**src/sv/ipv4_longest_prefix_route_lookup_defines.svh**
```systemverilog
// Assertion macros for the IPv4 route lookup block.
// Used by the top level only; relies on clk and rst_n being in scope.
`ifndef IPV4_LONGEST_PREFIX_ROUTE_LOOKUP_DEFINES_SVH
`define IPV4_LONGEST_PREFIX_ROUTE_LOOKUP_DEFINES_SVH

// Implication checked on every rising edge outside reset.
`define LPM_ASSERT_IMP(label, cond, prop, msg) \
  label: assert property (@(posedge clk) disable iff (!rst_n) (cond) |-> (prop)) \
    else $error(msg);

// Next-cycle implication checked on every rising edge outside reset.
`define LPM_ASSERT_NEXT(label, cond, prop, msg) \
  label: assert property (@(posedge clk) disable iff (!rst_n) (cond) |=> (prop)) \
    else $error(msg);

`endif

```
**src/sv/lpm_pkg.sv**
```systemverilog
// Shared types, codes and helpers for the IPv4 route lookup block.
// No dependencies.
package lpm_pkg;

  localparam int DEFAULT_TABLE_DEPTH = 16;
  localparam int ADDR_W   = 32;
  localparam int PREFIX_W = 6;
  localparam int IFACE_W  = 4;
  localparam logic [PREFIX_W-1:0] MAX_PREFIX = 6'd32;
  localparam logic [ADDR_W-1:0]   FULL_MASK  = 32'hFFFF_FFFF;

  typedef enum logic {
    OP_ADD    = 1'b0,
    OP_LOOKUP = 1'b1
  } op_t;

  typedef enum logic [1:0] {
    ST_OK       = 2'd0,
    ST_NO_ROUTE = 2'd1,
    ST_FULL     = 2'd2
  } status_t;

  // One request travelling down the cell row. For an add, net/prefix/hop/iface
  // carry the route to store; for a lookup they carry the best match so far.
  typedef struct packed {
    logic                valid;
    op_t                 op;
    status_t             status;
    logic                found;
    logic [ADDR_W-1:0]   dest;
    logic [ADDR_W-1:0]   net;
    logic [PREFIX_W-1:0] prefix;
    logic [ADDR_W-1:0]   hop;
    logic [IFACE_W-1:0]  iface;
  } token_t;

  function automatic logic [ADDR_W-1:0] prefix_mask(input logic [PREFIX_W-1:0] plen);
    logic [ADDR_W-1:0] m;
    if (plen > MAX_PREFIX) begin
      m = FULL_MASK;
    end else begin
      m = ~(FULL_MASK >> plen);
    end
    return m;
  endfunction

endpackage

```
**src/sv/lpm_cell.sv**
```systemverilog
// One route table cell: holds a single entry and compares passing lookups.
// Depends on lpm_pkg.
module lpm_cell import lpm_pkg::*; #(
  parameter int CW    = 5,
  parameter int INDEX = 0
) (
  input  logic          clk,
  input  logic          rst_n,
  input  logic          adv,
  input  token_t        tok_i,
  input  logic [CW-1:0] cnt_i,
  output token_t        tok_o,
  output logic [CW-1:0] cnt_o
);

  localparam logic [CW-1:0] SLOT = CW'(INDEX);

  logic [ADDR_W-1:0]   net_r;
  logic [PREFIX_W-1:0] prefix_r;
  logic [ADDR_W-1:0]   hop_r;
  logic [IFACE_W-1:0]  iface_r;

  token_t        tok_r, tok_nxt;
  logic [CW-1:0] cnt_r;
  logic          wr_en;
  logic          hit;

  assign wr_en = adv && tok_i.valid && (tok_i.op == OP_ADD) &&
                 (tok_i.status == ST_OK) && (cnt_i == SLOT);

  // Only entries below the fill count seen by this request take part.
  assign hit = tok_i.valid && (tok_i.op == OP_LOOKUP) && (SLOT < cnt_i) &&
               ((tok_i.dest & prefix_mask(prefix_r)) == net_r) &&
               (!tok_i.found || (prefix_r > tok_i.prefix));

  always_comb begin
    tok_nxt = tok_i;
    if (hit) begin
      tok_nxt.found  = 1'b1;
      tok_nxt.net    = net_r;
      tok_nxt.prefix = prefix_r;
      tok_nxt.hop    = hop_r;
      tok_nxt.iface  = iface_r;
    end
  end

  always_ff @(posedge clk) begin
    if (wr_en) begin
      net_r    <= tok_i.net;
      prefix_r <= tok_i.prefix;
      hop_r    <= tok_i.hop;
      iface_r  <= tok_i.iface;
    end
  end

  always_ff @(posedge clk) begin
    if (!rst_n) begin
      tok_r <= '0;
      cnt_r <= '0;
    end else if (adv) begin
      tok_r <= tok_nxt;
      cnt_r <= cnt_i;
    end
  end

  assign tok_o = tok_r;
  assign cnt_o = cnt_r;

endmodule

```
**config.mk**
```make
export PLATFORM = sky130hd
export DESIGN_NAME = lpm_cell
export DESIGN_NICKNAME = d
export VERILOG_FILES = /design/src/sv/ipv4_longest_prefix_route_lookup_defines.svh /design/src/sv/lpm_pkg.sv /design/src/sv/lpm_cell.sv
export SDC_FILE = /design/constraint.sdc
export NUM_CORES = 1
export LEC_CHECK = 0
export ABC_AREA = 0
export ABC_CLOCK_PERIOD_IN_PS = 10150
export BUFFER_PORTS_ARGS = -buffer_cell sky130_fd_sc_hd__clkbuf_2
export CAP_MARGIN = 30
export CORE_UTILIZATION = 35
export DETAILED_ROUTE_END_ITERATION = 6
export PLACE_DENSITY_LB_ADDON = 0.08
export SLEW_MARGIN = 20
export SYNTH_ARGS = -nofsm -noshare
export SYNTH_HDL_FRONTEND = slang
export SYNTH_SLANG_ARGS = --single-unit
```
**constraint.sdc**
```tcl
create_clock -name clk -period 10.15 [get_ports clk]
set_input_delay 1.5225 -clock clk [delete_from_list [all_inputs] [get_ports clk]]
set_output_delay 1.5225 -clock clk [all_outputs]
set_load 0.005 [all_outputs]
```
==> run_results.csv <==
group,metric,value,unit
logic_synthesis,synth_seq_area_share,47.6,%
timing,period_minus_slack,4550,ps
timing,slew_headroom,42.5,%
timing,rsz0062_at_grt,"no",
worst_setup_path,worstSetupEndpointType,"flip-flop",
logic_synthesis,synth_fp_nets,1023,
timing,hold_violations,0,
logic_synthesis,synth-compound-area-share,19.2,%
timing,final.setup.tns,0,ps
placement,post_dp_cell_area,10900,um2
worst_hold_path,hp-class,"reg -> reg",
flow_run,cap_violations,0,
logic_synthesis,yosys-top-cells-count,"nor2b_1, dfxtp_1, o21ai_0",
grt,grt_pass1_vias,7010,
worst_setup_path,crit_type,"in -> reg",
timing,worst_pin_slew,862,ps
final_layout,final_cell_area,11500,um2
timing,fmax,220,MHz
logic_synthesis,syn_area,9540,um2
drt,routed_wl,27900,um
worst_setup_path,cp.required,10500,ps
placement,place_congestion,0.785,
worst_setup_path,critPathArrivalTime,4900,ps
drt,first_iter_violations,429,
power_and_ir_drop,p_per_area,145,nW/um2
floorplanning,coreArea,26900,um2
drt,wl_per_cell,19.4,um
floorplanning,die_area,27900,um2
final_layout,drive_above_1_share,32.0,%
drt,via_per_inst,5.19,
logic_synthesis,synth.top_cell.area_share,24.3,%
floorplanning,rows,60,
logic_synthesis,post_synth_xor_area_fraction,1.56,%
floorplanning,die_w,167,um
clock_network,cts-root-buf,"clkbuf_16",
grt,grt_max_degree,103,
power_and_ir_drop,clkPwrFrac,39.5,%
final_layout,layoutNonFillerInstCount,1434,
grt,antenna_found_initial,0,
final_layout,final_nets,1205,
timing,setup_violations,0,
clock_network,cts_buffers,17,
logic_synthesis,ys_warn_count,0,
drt,antenna_left,0,
logic_synthesis,synth_most_common_cell,"nor2b_1",
power_and_ir_drop,p_int,1.23,mW
clock_network,clock_latency,440,ps
power_and_ir_drop,comb_power_share,10.3,%
floorplanning,fp.dieH,167,um
grt,grt_pass1_wl,43000,um
logic_synthesis,synthTopCellsByArea,"dfxtp_1, edfxtp_1, a311oi_2",
worst_setup_path,path_max_fanout,56,
clock_network,cts_tree,"done",
drt,vias,7436,
logic_synthesis,yosys.area.top_type,"dfxtp_1",
logic_synthesis,synth_edf_count,74,
logic_synthesis,synthFlopType,"dfxtp_1",
logic_synthesis,synth_top_family_by_area,"compound AO/OA/AOI/OAI gates",
worst_setup_path,crit_path_start_kind,"input port",
final_layout,area_growth,20.4,%
timing,fin_worst_skew,18.4,ps
run_status,outcome,"complete, no violations",
logic_synthesis,synthAdderAreaFrac,0.892,%
logic_synthesis,synth_cells,898,
timing,whs,519,ps
clock_network,postCtsSetupRepairBufs,0,
timing,post-route-period-util,44.8,%
drt,dr.pass1.iters,4,
power_and_ir_drop,swShare,26.3,%
power_and_ir_drop,sequentialPowerShare,50.2,%
power_and_ir_drop,leakage,4.81,nW
logic_synthesis,synth.distinct_cells,61,
placement,portBuffers,234,
grt,overflow,0,
power_and_ir_drop,power.switching,0.437,mW
clock_network,clk_path_buf_depth,2,
drt,remaining_drc_errors,0,
timing,slew_viol_final,0,
final_layout,fin_util,42.7,%
power_and_ir_drop,peakVddDrop,69.5,uV
clock_network,ctsResizeCount,0,
clock_network,cts_max_level,4,
placement,dpl.hpwl,17600,um
clock_network,clk_pin_slew_worst_paths,80,ps
floorplanning,ios,235,
clock_network,cts.sinks,190,
logic_synthesis,synth.ff_latch_count,190,
floorplanning,initial_core_util,35.5,%
final_layout,diodes,0,
placement,dp.cells,1401,
clock_network,cts_hold_buf,0,
logic_synthesis,synth_area_per_cell,10.6,um2
logic_synthesis,synth_simple_gate_area_share,18.9,%
final_layout,nFillCells,2688,
grt,globalRouteTotalUtil,19.9,%
logic_synthesis,yosys-mux-area-fraction,4.41,%
logic_synthesis,async_reset_ff_share,0,%
[layer usage]
metal | GRT usage (%) | share of wire (%) | vias to the layer above
met5 | 0 | 0 | -
met2 | 29.7 | 44 | 191
met3 | 3.26 | 3.9 | 20
met4 | 4.95 | 1.1 | 0
met1 | 29.6 | 51 | 3552
li1 | - | - | 3673
[area by class of cell]
| cell class | count | area [um2] | share of cell area (%) |
|---|---|---|---|
| Tap cell | 341 | 427 | 3.72 |
| Timing Repair Buffer | 249 | 1320 | 11.5 |
| Clock buffer | 18 | 429 | 3.74 |
| Inverter | 85 | 319 | 2.78 |
| Sequential cell | 190 | 4540 | 39.6 |
| Clock inverter | 14 | 126 | 1.10 |
| Multi-Input combinational cell | 537 | 4320 | 37.6 |
[state kept, by name (all words and copies together) (netlist names)]
name and flops:
tok_o 111, hop_r 32, net_r 32, prefix_r 6
cnt_o 5, iface_r 4
[placed cells by master, fill, tap and decap left out, types with 3 or more instances in the layout]
cell       netlist  final
mux2i_1         42     42
inv_6            0      5
clkbuf_16        0     17
dfxtp_1        116    116
o21a_1           3      3
edfxtp_1        74     74
nor3_1           5      5
nand4_1          3      3
a21oi_1          5      5
clkbuf_2         0    232
a2111oi_0        5      5
xnor2_1         10     10
nand2_1         11     11
nor2_1          10     10
inv_1           85     85
o21ai_0         89     89
xor2_1           7      7
a311oi_1        15     15
ha_1             6      6
a311oi_2        60     60
o21ai_1          3      3
buf_4            0     14
o211a_1          3      3
nand3_1          7      6
nor2b_1        127    127
and4_1          77     76
clkinv_4         0      3
and3_1           5      4
[power by group through the flow]
stage	Sequential, mW	Clock [mW]	Combinational (mW)
2_1_floorplan	0.855	0	0.0875
3_3_place_gp	0.853	0	0.171
3_5_place_dp	0.854	0	0.172
4_1_cts	0.836	0.677	0.173
5_1_grt	0.840	0.709	0.189
6_report	0.836	0.657	0.171
[worst max-delay path, stage by stage]
cell and delay, ps:
clkbuf_2 110, nor2b_1 160, nand3_1 80, a21oi_1 70
o32a_1 230, nor4_4 500, buf_4 570, nand3_4 580
buf_4 590, a311oi_2 370
[cells by family after synthesis]
group / count (synthesis)
fa+ha+maj: 7
mux: 42
xor+xnor: 17
flops: 190
simple gates: 263
compound gates: 208
buf+inv: 171
[final timing paths]
kind	start	slack (ps)	depth (start not counted)	to
min	tok_o[98]$_SDFFE_PN0P_	520	2	tok_o[98]$_SDFFE_PN0P_
max reg2reg	prefix_r[0]$_DFFE_PP_	5800	9	tok_o[46]$_SDFFE_PN0P_
min reg2reg	tok_o[98]$_SDFFE_PN0P_	520	2	tok_o[98]$_SDFFE_PN0P_
max	tok_i[99]	5600	10	tok_o[46]$_SDFFE_PN0P_
[stage by stage]
step	power (mW)	setup WS [ps]
2_1_floorplan	0.943	5160
3_3_place_gp	1.02	4700
3_5_place_dp	1.03	5130
4_1_cts	1.69	5590
5_1_grt	1.74	5360
6_report	1.66	5600
Note: power is estimated with default switching activity, not from simulation.
