## config.mk

```make
export PLATFORM = sky130hd
export DESIGN_NAME = lpm_out
export DESIGN_NICKNAME = d
export VERILOG_FILES = /design/src/sv/ipv4_longest_prefix_route_lookup_defines.svh /design/src/sv/lpm_pkg.sv /design/src/sv/lpm_out.sv
export SDC_FILE = /design/constraint.sdc
export NUM_CORES = 1
export LEC_CHECK = 0
export ABC_AREA = 0
export BUFFER_PORTS_ARGS = -buffer_cell sky130_fd_sc_hd__buf_2
export CAP_MARGIN = 20
export CORE_MARGIN = 10
export CORE_UTILIZATION = 30
export DETAILED_ROUTE_END_ITERATION = 10
export PLACE_DENSITY = 0.66
export SYNTH_ARGS = -nofsm -noshare
export SYNTH_HDL_FRONTEND = slang
export SYNTH_SLANG_ARGS = --single-unit
```

## constraint.sdc

```tcl
create_clock -name clk -period 1 [get_ports clk]
set_input_delay 0.1 -clock clk [delete_from_list [all_inputs] [get_ports clk]]
set_output_delay 0.1 -clock clk [all_outputs]
set_load 0.02 [all_outputs]
```

## src/sv/ipv4_longest_prefix_route_lookup_defines.svh

```systemverilog
// Assertion macros for the IPv4 route lookup block.
// Used by the top level only; relies on clk and rst_n being in scope.
`ifndef IPV4_LONGEST_PREFIX_ROUTE_LOOKUP_DEFINES_SVH
`define IPV4_LONGEST_PREFIX_ROUTE_LOOKUP_DEFINES_SVH

// Implication checked on every rising edge outside reset.
`define LPM_ASSERT_IMP(label, cond, prop, msg) \
  label: assert property (@(posedge clk) disable iff (!rst_n) (cond) |-> (prop)) \
    else $error(msg);

// Next-cycle implication checked on every rising edge outside reset.
`define LPM_ASSERT_NEXT(label, cond, prop, msg) \
  label: assert property (@(posedge clk) disable iff (!rst_n) (cond) |=> (prop)) \
    else $error(msg);

`endif

```

## src/sv/lpm_pkg.sv

```systemverilog
// Shared types, codes and helpers for the IPv4 route lookup block.
// No dependencies.
package lpm_pkg;

  localparam int DEFAULT_TABLE_DEPTH = 16;
  localparam int ADDR_W   = 32;
  localparam int PREFIX_W = 6;
  localparam int IFACE_W  = 4;
  localparam logic [PREFIX_W-1:0] MAX_PREFIX = 6'd32;
  localparam logic [ADDR_W-1:0]   FULL_MASK  = 32'hFFFF_FFFF;

  typedef enum logic {
    OP_ADD    = 1'b0,
    OP_LOOKUP = 1'b1
  } op_t;

  typedef enum logic [1:0] {
    ST_OK       = 2'd0,
    ST_NO_ROUTE = 2'd1,
    ST_FULL     = 2'd2
  } status_t;

  // One request travelling down the cell row. For an add, net/prefix/hop/iface
  // carry the route to store; for a lookup they carry the best match so far.
  typedef struct packed {
    logic                valid;
    op_t                 op;
    status_t             status;
    logic                found;
    logic [ADDR_W-1:0]   dest;
    logic [ADDR_W-1:0]   net;
    logic [PREFIX_W-1:0] prefix;
    logic [ADDR_W-1:0]   hop;
    logic [IFACE_W-1:0]  iface;
  } token_t;

  function automatic logic [ADDR_W-1:0] prefix_mask(input logic [PREFIX_W-1:0] plen);
    logic [ADDR_W-1:0] m;
    if (plen > MAX_PREFIX) begin
      m = FULL_MASK;
    end else begin
      m = ~(FULL_MASK >> plen);
    end
    return m;
  endfunction

endpackage

```

## src/sv/lpm_out.sv

```systemverilog
// Result register: turns the request leaving the cell row into a result.
// Depends on lpm_pkg.
module lpm_out import lpm_pkg::*; (
  input  logic         clk,
  input  logic         rst_n,
  input  logic         adv,
  input  token_t       tok_i,
  output logic         out_tvalid,
  output logic [1:0]   status_o,
  output logic [ADDR_W-1:0]   network_o,
  output logic [PREFIX_W-1:0] prefix_o,
  output logic [ADDR_W-1:0]   hop_o,
  output logic [IFACE_W-1:0]  iface_o
);

  logic                valid_r;
  status_t             status_r, status_nxt;
  logic [ADDR_W-1:0]   net_r, net_nxt;
  logic [PREFIX_W-1:0] prefix_r, prefix_nxt;
  logic [ADDR_W-1:0]   hop_r, hop_nxt;
  logic [IFACE_W-1:0]  iface_r, iface_nxt;
  logic                show;

  assign show = (tok_i.op == OP_LOOKUP) && tok_i.found;

  always_comb begin
    if (tok_i.op == OP_ADD) begin
      status_nxt = tok_i.status;
    end else if (tok_i.found) begin
      status_nxt = ST_OK;
    end else begin
      status_nxt = ST_NO_ROUTE;
    end
    net_nxt    = show ? tok_i.net    : '0;
    prefix_nxt = show ? tok_i.prefix : '0;
    hop_nxt    = show ? tok_i.hop    : '0;
    iface_nxt  = show ? tok_i.iface  : '0;
  end

  always_ff @(posedge clk) begin
    if (!rst_n) begin
      valid_r <= 1'b0;
    end else if (adv) begin
      valid_r <= tok_i.valid;
    end
  end

  always_ff @(posedge clk) begin
    if (adv) begin
      status_r <= status_nxt;
      net_r    <= net_nxt;
      prefix_r <= prefix_nxt;
      hop_r    <= hop_nxt;
      iface_r  <= iface_nxt;
    end
  end

  assign out_tvalid = valid_r;
  assign status_o   = status_r;
  assign network_o  = net_r;
  assign prefix_o   = prefix_r;
  assign hop_o      = hop_r;
  assign iface_o    = iface_r;

endmodule

```

==> results.toml, run 1 <==
[global_routing]
congestion_overflow_gr = 0
first_global_vias = 2378
groute.usage.overall_pct = 11.20
antenna_found_initial = 2
grt_max_degree = 47
grt_pass1_wl_mm = 12.52

[setup_path]
cpLargestDelayFamily = "flip-flops"
r2r_depth = 2
crit_path_max_fanout = 1
rr_startpoint = "out_tvalid$_SDFFE_PN0P_"
timing.critical_path.buf_inv = 1
crit_path_start = "network_o[28]$_SDFFCE_PN0P_"
reg_to_reg_end = "out_tvalid$_SDFFE_PN0P_"
cp-end-kind = "primary output"
cp_slowest_stage_delay_ns = 0.42
worst-r2r-setup-slack_ns = 0.40
timing.critical_path.cells = "buf_6"
endpoint_arrival_time_on_the_critical_path_ns = 0.92
worst_setup_path_start_kind = "register"
path_class = "register to primary output"
slowest_stage = "sky130_fd_sc_hd__edfxtp_1"
cp.required_ns = 0.90

[yosys]
number_of_enable_type_register_cells_in_the_synthesized_netlist = 76
synth_nets = 286
synth-async-reset-ratio_pct = 0
ys_dominant_reg_cell = "sky130_fd_sc_hd__edfxtp_1"
postSynthAreaPerCell_um2 = 17.01
synthesis.yosys.warnings = 0
synth_most_common_cell = "sky130_fd_sc_hd__edfxtp_1"
synth.largest_area_cell = "sky130_fd_sc_hd__edfxtp_1"
post-synth-top-area-fraction_pct = 78.02
synth.distinct_cells = 11
yosys-top-cells-area = "sky130_fd_sc_hd__edfxtp_1 78%, sky130_fd_sc_hd__and3_1 16%, sky130_fd_sc_hd__buf_6 1.9%, sky130_fd_sc_hd__buf_4 1.5%, sky130_fd_sc_hd__dfxtp_1 0.68%"
post_synth_inst_count = 172
syn_std_cell_area_um2 = 2925
synth_sequential_area_ratio_pct = 78.70
yosys_register_bits = 77
netlist_top_cells_count = "76 x sky130_fd_sc_hd__edfxtp_1, 74 x sky130_fd_sc_hd__and3_1, 6 x sky130_fd_sc_hd__buf_4"

[hold_path]
min_path_type = "input port to register"
min_to = "out_tvalid$_SDFFE_PN0P_"
holdPathStages = 3
hold_path.startpoint = "tok_i[110]"

[floorplanning]
fp-row-count = 35
core_area_um2 = 9371
fp.dieW_um = 118.7
die_height_um = 118.7
dieArea_um2 = 14100
start_util_pct = 31.21
io_pins = 191

[sta]
slew_viol_final = 0
skew_ns = 0
worst_hold_slack_ns = 0.02633
fmax_mhz = 984.0
fin_ws_ns = -0.01623
fin_crit_sh_pct = 101.6
finalHoldViolations = 0
timing_worst_slew_pin_value_ns = 0.2709
fin_crit_ns = 1.016
grt_setup_unrepaired = "yes"
number_of_setup_violations_in_the_final_report = 3
fin_tns_setup_ns = -0.01886
worst_slew_margin_rel_pct = 81.94

[pwr]
ir_worst_vdd_v = 0.0006385
power_density_nw_per_um2 = 1711
power.static_leakage_nw = 2.089

[route]
final_antenna_net_count = 0
initialDrtViolationCount = 72
detailed_routing_iteration_count_for_the_pre_antenna_repair_pass = 4
drt_drc_violations_left = 0
wl_mm = 8.022
post_drt_wl_per_cell_um = 17.18
via_count = 2056
via_per_inst = 4.403

[clock_tree]
numCtsBuffers = 9
cts_tree = "done"
clock_sink_count = 77
h-tree-depth = 3
clockRootBuffer = "sky130_fd_sc_hd__clkbuf_8"
ctsLongestPathBuffers = 2
cts_setup_buffers = 0
clk_pin_slew_worst_paths_ns = 0.09
worstSkewPairLatency_ns = 0.33

[placement]
dpl.hpwl_mm = 5.923
gp_congestion = 0.6806
placed_cell_area_um2 = 3859
numPortBuffers = 158

[final_layout]
final_net_count = 447
final_design_area_no_fill_um2 = 4481
fillers = 873
areaGrowthSynthToFinish_pct = 53.17
n_antenna_cell = 0
final_layout_size_suffix_gt1_share_pct = 53.25

[outcome]
run_status = "finished, violations left"
violations = "setup timing"

[run]
maxCapViolations = 0
-- per-layer routing --
layer  track usage (%)  share of wire (%)
met2             18.29                 48
met5                 0               0.34
met4             2.977               0.36
met1             11.44                 39
met3             7.711                 12
-- per-stage QoR --
step	utilization, %	setup slack, ns	total power [mW]	std cells
final	47.81	-0.01623	7.664	467
after global routing	47.81	-0.07844	8.030	467
after CTS	46.11	-0.04710	7.700	467
after detailed placement	41.17	0.07926	4.895	450
after global placement	41.17	0.1103	4.869	450
after floorplan	-	0.2382	4.402	172
-- tightest hold or removal path, cell delays in order --
cell and delay (ns):
sky130_fd_sc_hd__buf_2 0.08, sky130_fd_sc_hd__mux2i_1 0.06, sky130_fd_sc_hd__nor2b_1 0.09
-- worst max-delay path by stage --
stage | endpoint | depth (start not counted)
after floorplan | hop_o[10]$_SDFFCE_PN0P_ | 3
after global placement | hop_o[0]$_SDFFCE_PN0P_ | 3
after detailed placement | network_o[24]$_SDFFCE_PN0P_ | 3
after CTS | hop_o[22] | 1
after global routing | network_o[28] | 1
final | network_o[28] | 1
-- layout make-up --
| class | count | area [um2] | area share (%) |
|---|---|---|---|
| Clock buffer | 9 | 123.9 | 2.765 |
| Clock inverter | 7 | 97.59 | 2.178 |
| Inverter | 1 | 3.754 | 0.08378 |
| Multi-Input combinational cell | 78 | 495.5 | 11.06 |
| Sequential cell | 77 | 2302 | 51.38 |
| Tap cell | 129 | 161.4 | 3.602 |
| Timing Repair Buffer | 166 | 1296 | 28.93 |
-- report_power, final --
| part | internal, mW | switching [mW] |
|---|---|---|
| clock network | 1.42 | 1.19 |
| logic | 0.572 | 0.590 |
| registers | 3.80 | 0.0962 |
| total | 5.79 | 1.88 |
-- flip-flops by register name, summed over array words and instances, names as in the netlist --
name / flops
iface_o: 4
out_tvalid: 1
network_o: 32
prefix_o: 6
status_o: 2
hop_o: 32
-- cells in the final DEF (no fill, tap or decap), types with 2 or more instances in the layout --
cell type	Yosys	routed
sky130_fd_sc_hd__edfxtp_1	76	76
sky130_fd_sc_hd__mux2i_1	2	2
sky130_fd_sc_hd__clkbuf_8	0	9
sky130_fd_sc_hd__and3_1	74	74
sky130_fd_sc_hd__buf_4	6	5
sky130_fd_sc_hd__buf_12	0	4
sky130_fd_sc_hd__buf_6	5	62
sky130_fd_sc_hd__inv_6	0	2
sky130_fd_sc_hd__bufinv_16	0	2
sky130_fd_sc_hd__nor2b_1	2	2
sky130_fd_sc_hd__buf_2	1	94
-- timing repair --
item,in CTS,in global routing
resized for setup,74,52
endpoints found under the hold margin,1,0
hold buffers,1,0
setup endpoints to repair,48,77
gates cloned,0,0
-- logic make-up after synthesis --
kind of cell	count (synthesis)	share of synthesized area (%)
flip-flops	77	78.70
AND/OR/NAND/NOR	76	16.25
buffers and inverters	17	4.362
multiplexers	2	0.6844
Note: power is estimated with default switching activity, not from simulation.
==> run 2: changes to the inputs <==
--- a/config.mk
+++ b/config.mk
@@ -11,6 +11,7 @@
 export CORE_MARGIN = 10
 export CORE_UTILIZATION = 30
 export DETAILED_ROUTE_END_ITERATION = 10
+export GPL_TIMING_DRIVEN = 0
 export PLACE_DENSITY = 0.66
 export SYNTH_ARGS = -nofsm -noshare
 export SYNTH_HDL_FRONTEND = slang
==> run 2 against run 1 <==
The run still ends with setup timing left. Highest routed layer unchanged. Die area unchanged. Sequential share of layout area is 0.39 points lower. Power hardly changed. Via count is essentially flat. Clock power about the same. Flip-flop and latch count is the same. Non-clock buffer count up 8. Critical path type unchanged.
==> results.toml, run 2 (same netlist as run 1, synthesis figures left out) <==
[sta]
finalHoldViolations = 0
fin_crit_sh_pct = 102.0
timing_worst_slew_pin_value_ns = 0.7214
number_of_setup_violations_in_the_final_report = 6
fin_crit_ns = 1.020
slew_viol_final = 0
fin_ws_ns = -0.02028
fin_tns_setup_ns = -0.03656
grt_setup_unrepaired = "yes"
fmax_mhz = 980.1
worst_hold_slack_ns = 0.04334
worst_slew_margin_rel_pct = 51.90
skew_ns = 0

[setup_path]
endpoint_arrival_time_on_the_critical_path_ns = 0.92
rr_startpoint = "out_tvalid$_SDFFE_PN0P_"
r2r_depth = 2
slowest_stage = "sky130_fd_sc_hd__edfxtp_1"
worst-r2r-setup-slack_ns = 0.37
worst_setup_ep = "status_o[1]"
timing.critical_path.buf_inv = 1
timing.critical_path.cells = "buf_6"
reg_to_reg_end = "out_tvalid$_SDFFE_PN0P_"
cp_slowest_stage_delay_ns = 0.42
worstSetupPathDepth = 1
cp-end-kind = "primary output"
worst_setup_path_start_kind = "register"
crit_path_max_fanout = 1
path_class = "register to primary output"
crit_path_start = "status_o[1]$_SDFFCE_PP0P_"
cpLargestDelayFamily = "flip-flops"
cp.required_ns = 0.90

[run]
maxCapViolations = 0

[final_layout]
final_design_area_no_fill_um2 = 4517
final_layout_size_suffix_gt1_share_pct = 54.05
areaGrowthSynthToFinish_pct = 54.41
n_antenna_cell = 0
finalNonFillerCells = 475
layout.cells.most_common = "sky130_fd_sc_hd__buf_2"
commonest_non_fill_non_tap_cells_in_the_layout = "91 x sky130_fd_sc_hd__buf_2, 76 x sky130_fd_sc_hd__edfxtp_1, 74 x sky130_fd_sc_hd__and3_1, 69 x sky130_fd_sc_hd__buf_6, 9 x sky130_fd_sc_hd__clkbuf_8"
layout.core_utilization_pct = 48.20
final_net_count = 455

[outcome]
violations = "setup timing"
run_status = "finished, violations left"

[global_routing]
grt_max_degree = 78
congestion_overflow_gr = 0
grt_pass1_wl_mm = 12.25
first_global_vias = 2265
antenna_found_initial = 1
groute.usage.overall_pct = 11.09

[route]
detailed_routing_iteration_count_for_the_pre_antenna_repair_pass = 4
initialDrtViolationCount = 77
via_count = 2057
final_antenna_net_count = 0
via_per_inst = 4.331
drt_drc_violations_left = 0
wl_mm = 8.073
post_drt_wl_per_cell_um = 17.00

[clock_tree]
cts_setup_buffers = 0
cts_tree = "done"
numCtsBuffers = 9
clk_pin_slew_worst_paths_ns = 0.08
ctsLongestPathBuffers = 2
clock_sink_count = 77
worstSkewPairLatency_ns = 0.34
clockRootBuffer = "sky130_fd_sc_hd__clkbuf_8"
h-tree-depth = 3

[placement]
dpl.hpwl_mm = 5.941
post-place-ws_ns = -0.3150
gp_congestion = 0.6849
placed_cell_area_um2 = 3870
post-place-cells = 457
numPortBuffers = 156

[floorplanning]
fp.dieW_um = 118.7
die_height_um = 118.7
start_util_pct = 31.21
dieArea_um2 = 14100
fp-row-count = 35
core_area_um2 = 9371
io_pins = 191

[pwr]
post_route_total_power_mw = 7.667
power_density_nw_per_um2 = 1698
ir_worst_vdd_v = 0.0007910
power.static_leakage_nw = 2.114

[hold_path]
min_path_type = "input port to register"
-- run 2: changes by cell type in the layout (fill, tap and decap cells not counted), moves of 2 or more --
cell                       previous run  this run
sky130_fd_sc_hd__buf_6               62        69
sky130_fd_sc_hd__clkbuf_1             0         2
sky130_fd_sc_hd__buf_12               4         0
sky130_fd_sc_hd__buf_2               94        91
sky130_fd_sc_hd__buf_4                5         8
sky130_fd_sc_hd__clkbuf_2             0         2
-- run 2: what timing repair did --
| item | in CTS | in global routing |
|---|---|---|
| pin swaps | 0 | 0 |
| gates resized for setup | 56 | 76 |
| hold endpoints to repair | 1 | 0 |
| hold buffers | 2 | 0 |
| setup endpoints to repair | 38 | 75 |
-- run 2: power breakdown --
part / total (mW) / leakage (nW) / switching, mW / internal (mW)
combinational: 1.17 / 1.27 / 0.589 / 0.579
sequential: 3.90 / 0.736 / 0.0986 / 3.80
clock: 2.60 / 0.110 / 1.18 / 1.42
total: 7.67 / 2.11 / 1.87 / 5.80
-- run 2: how the worst min path moves through the flow --
stage,from,endpoint,slack (ns),cells past startpoint
5_1_grt,tok_i[39],prefix_o[3]$_SDFFCE_PN0P_,0.03,2
2_1_floorplan,adv,hop_o[0]$_SDFFCE_PN0P_,0.21,0
6_report,tok_i[108],status_o[1]$_SDFFCE_PP0P_,0.04,2
3_3_place_gp,rst_n,out_tvalid$_SDFFE_PN0P_,0.32,2
4_1_cts,tok_i[108],status_o[1]$_SDFFCE_PP0P_,0.02,2
3_5_place_dp,rst_n,out_tvalid$_SDFFE_PN0P_,0.32,2
-- run 2: cell type report --
cell class              count  area (um2)
repair buffers            158        1206
fillers                   867        4855
flip-flops and latches     77        2303
clock buffers               9       123.9
well taps                 129       161.4
clock inverters             7       98.84
multi-input cells          78       495.5
inverters                   1       3.754
plain buffers              16       123.9
-- run 2: layer usage --
layer / track usage [%] / wire length (um)
met1: 12.16 / 3264
met2: 17.15 / 3735
met3: 7.282 / 999
met4: 3.435 / 60
met5: 0 / 13
==> run 3: changes to the inputs <==
--- a/config.mk
+++ b/config.mk
@@ -12,7 +12,7 @@
 export CORE_UTILIZATION = 30
 export DETAILED_ROUTE_END_ITERATION = 10
 export GPL_TIMING_DRIVEN = 0
-export PLACE_DENSITY = 0.66
+export PLACE_DENSITY_LB_ADDON = 0.05
 export SYNTH_ARGS = -nofsm -noshare
 export SYNTH_HDL_FRONTEND = slang
 export SYNTH_SLANG_ARGS = --single-unit
==> run 3 against run 2 <==
The flow still finishes with violations (setup timing). First-iteration DRC count grew 29%. Clock power shrank 2%. Power shrank 0.98%. Utilization shrank 0.47 points. Global-route usage grew 0.098 points. Maximum frequency grew 0.29%. Sequential power is essentially flat. Critical path type unchanged. Critical endpoint is now hop_o[12]. Largest power group unchanged.
==> results.toml, run 3 (same netlist as run 1, synthesis figures left out) <==
[setup_path]
timing.critical_path.cells = "buf_6"
worstSetupPathDepth = 1
crit_path_start = "hop_o[12]$_SDFFCE_PN0P_"
cp_slowest_stage_delay_ns = 0.42
rr_startpoint = "out_tvalid$_SDFFE_PN0P_"
endpoint_arrival_time_on_the_critical_path_ns = 0.92
r2r_depth = 2
timing.critical_path.buf_inv = 1
worst_setup_path_start_kind = "register"
path_class = "register to primary output"
cp-end-kind = "primary output"
reg_to_reg_end = "out_tvalid$_SDFFE_PN0P_"
cpLargestDelayFamily = "flip-flops"
crit_path_max_fanout = 1
worst-r2r-setup-slack_ns = 0.41
slowest_stage = "sky130_fd_sc_hd__edfxtp_1"
worst_setup_ep = "hop_o[12]"
cp.required_ns = 0.90

[final_layout]
layout.cells.most_common = "sky130_fd_sc_hd__buf_2"
final_net_count = 455
finalNonFillerCells = 475
final_layout_size_suffix_gt1_share_pct = 53.76
layout.core_utilization_pct = 47.73
fillers = 876
areaGrowthSynthToFinish_pct = 52.91
commonest_non_fill_non_tap_cells_in_the_layout = "98 x sky130_fd_sc_hd__buf_2, 76 x sky130_fd_sc_hd__edfxtp_1, 74 x sky130_fd_sc_hd__and3_1, 62 x sky130_fd_sc_hd__buf_6, 9 x sky130_fd_sc_hd__clkbuf_8"
final_design_area_no_fill_um2 = 4473
seqCellArea_um2 = 2302
multiInputGateArea_um2 = 495.5
n_antenna_cell = 0

[outcome]
run_status = "finished, violations left"
violations = "setup timing"

[route]
wl_mm = 8.223
via_per_inst = 4.316
via_count = 2050
detailed_routing_iteration_count_for_the_pre_antenna_repair_pass = 4
drt_drc_violations_left = 0
initialDrtViolationCount = 99
final_antenna_net_count = 0
post_drt_wl_per_cell_um = 17.31

[sta]
worst_slew_margin_rel_pct = 68.05
number_of_setup_violations_in_the_final_report = 2
skew_ns = 0
worst_hold_slack_ns = 0.01395
fin_tns_setup_ns = -0.01917
fin_crit_ns = 1.017
slew_viol_final = 0
fmax_mhz = 982.9
timing_worst_slew_pin_value_ns = 0.4792
finalHoldViolations = 0
fin_ws_ns = -0.01737
fin_crit_sh_pct = 101.7
grt_setup_unrepaired = "yes"

[clock_tree]
clockRootBuffer = "sky130_fd_sc_hd__clkbuf_8"
clock_sink_count = 77
clk_pin_slew_worst_paths_ns = 0.08
numCtsBuffers = 9
h-tree-depth = 3
cts_setup_buffers = 0
ctsLongestPathBuffers = 2
cts_tree = "done"
worstSkewPairLatency_ns = 0.34

[floorplanning]
dieArea_um2 = 14100
fp.dieW_um = 118.7
core_area_um2 = 9371
fp-row-count = 35
die_height_um = 118.7
io_pins = 191
start_util_pct = 31.21

[pwr]
clock_power_share_pct = 33.6
power.static_leakage_nw = 2.101
power_frac_seq_pct = 51.2
netSwitchingPower_mw = 1.842
ir_worst_vdd_v = 0.0005223
netSwitchingFraction_pct = 24.27
post_route_total_power_mw = 7.592
power_density_nw_per_um2 = 1697
pwr-share-comb_pct = 15.2
cellInternalPower_mw = 5.750

[global_routing]
congestion_overflow_gr = 0
groute.usage.overall_pct = 11.19
grt_max_degree = 44
grt_pass1_wl_mm = 12.39
antenna_found_initial = 0
first_global_vias = 2216

[placement]
placed_cell_area_um2 = 3890
numPortBuffers = 156
gp_congestion = 0.6661
post-place-cells = 458
dpl.hpwl_mm = 6.160
post-place-ws_ns = -0.1845

[hold_path]
min_path_type = "input port to register"

[run]
maxCapViolations = 0
[run 3: cell count changes in the layout (fill, tap and decap cells not counted)]
cell / before / now
sky130_fd_sc_hd__clkinv_2: 1 / 2
sky130_fd_sc_hd__buf_12: 0 / 1
sky130_fd_sc_hd__clkinv_1: 0 / 1
sky130_fd_sc_hd__buf_2: 91 / 98
sky130_fd_sc_hd__buf_6: 69 / 62
sky130_fd_sc_hd__dfxtp_2: 1 / 0
sky130_fd_sc_hd__dfxtp_1: 0 / 1
sky130_fd_sc_hd__clkinv_4: 2 / 1
sky130_fd_sc_hd__inv_6: 1 / 0
sky130_fd_sc_hd__dlygate4sd3_1: 2 / 1
[run 3: power by group through the flow]
| stage | sequential, mW | combinational, mW | clock (mW) |
|---|---|---|---|
| after detailed placement | 3.92 | 0.983 | 0 |
| after CTS | 3.87 | 1.10 | 2.63 |
| after global routing | 3.91 | 1.24 | 2.74 |
| final | 3.89 | 1.16 | 2.55 |
| after global placement | 3.92 | 0.972 | 0 |
| after floorplan | 4.23 | 0.167 | 0 |
[run 3: what timing repair did]
item,CTS,global route
pin swaps,0,0
endpoints found under the setup margin,36,66
gates resized for setup,66,52
endpoints found under the hold margin,1,0
hold buffers,1,0
[run 3: how the worst min path moves through the flow]
stage	from	to	slack, ns	cells past startpoint
floorplan	adv	hop_o[0]$_SDFFCE_PN0P_	0.21	0
global route	tok_i[110]	out_tvalid$_SDFFE_PN0P_	0.002	3
CTS	tok_i[110]	out_tvalid$_SDFFE_PN0P_	0.002	3
detailed placement	rst_n	out_tvalid$_SDFFE_PN0P_	0.32	2
global placement	rst_n	out_tvalid$_SDFFE_PN0P_	0.31	2
finish	tok_i[110]	out_tvalid$_SDFFE_PN0P_	0.01	3
[run 3: area by class of cell]
type	count	share of cell area, %
sequential	77	51.47
timing repair buffer	158	26.21
multi-input combinational	78	11.08
tap	129	3.608
clock buffer	9	2.769
buffer	16	2.769
clock inverter	7	2.014
inverter	1	0.08392
[run 3: routing by layer]
metal | GRT usage (%) | routed length (um)
met1 | 12.42 | 3298
met2 | 17.70 | 3955
met3 | 5.997 | 856
met4 | 4.351 | 113
met5 | 0 | 0
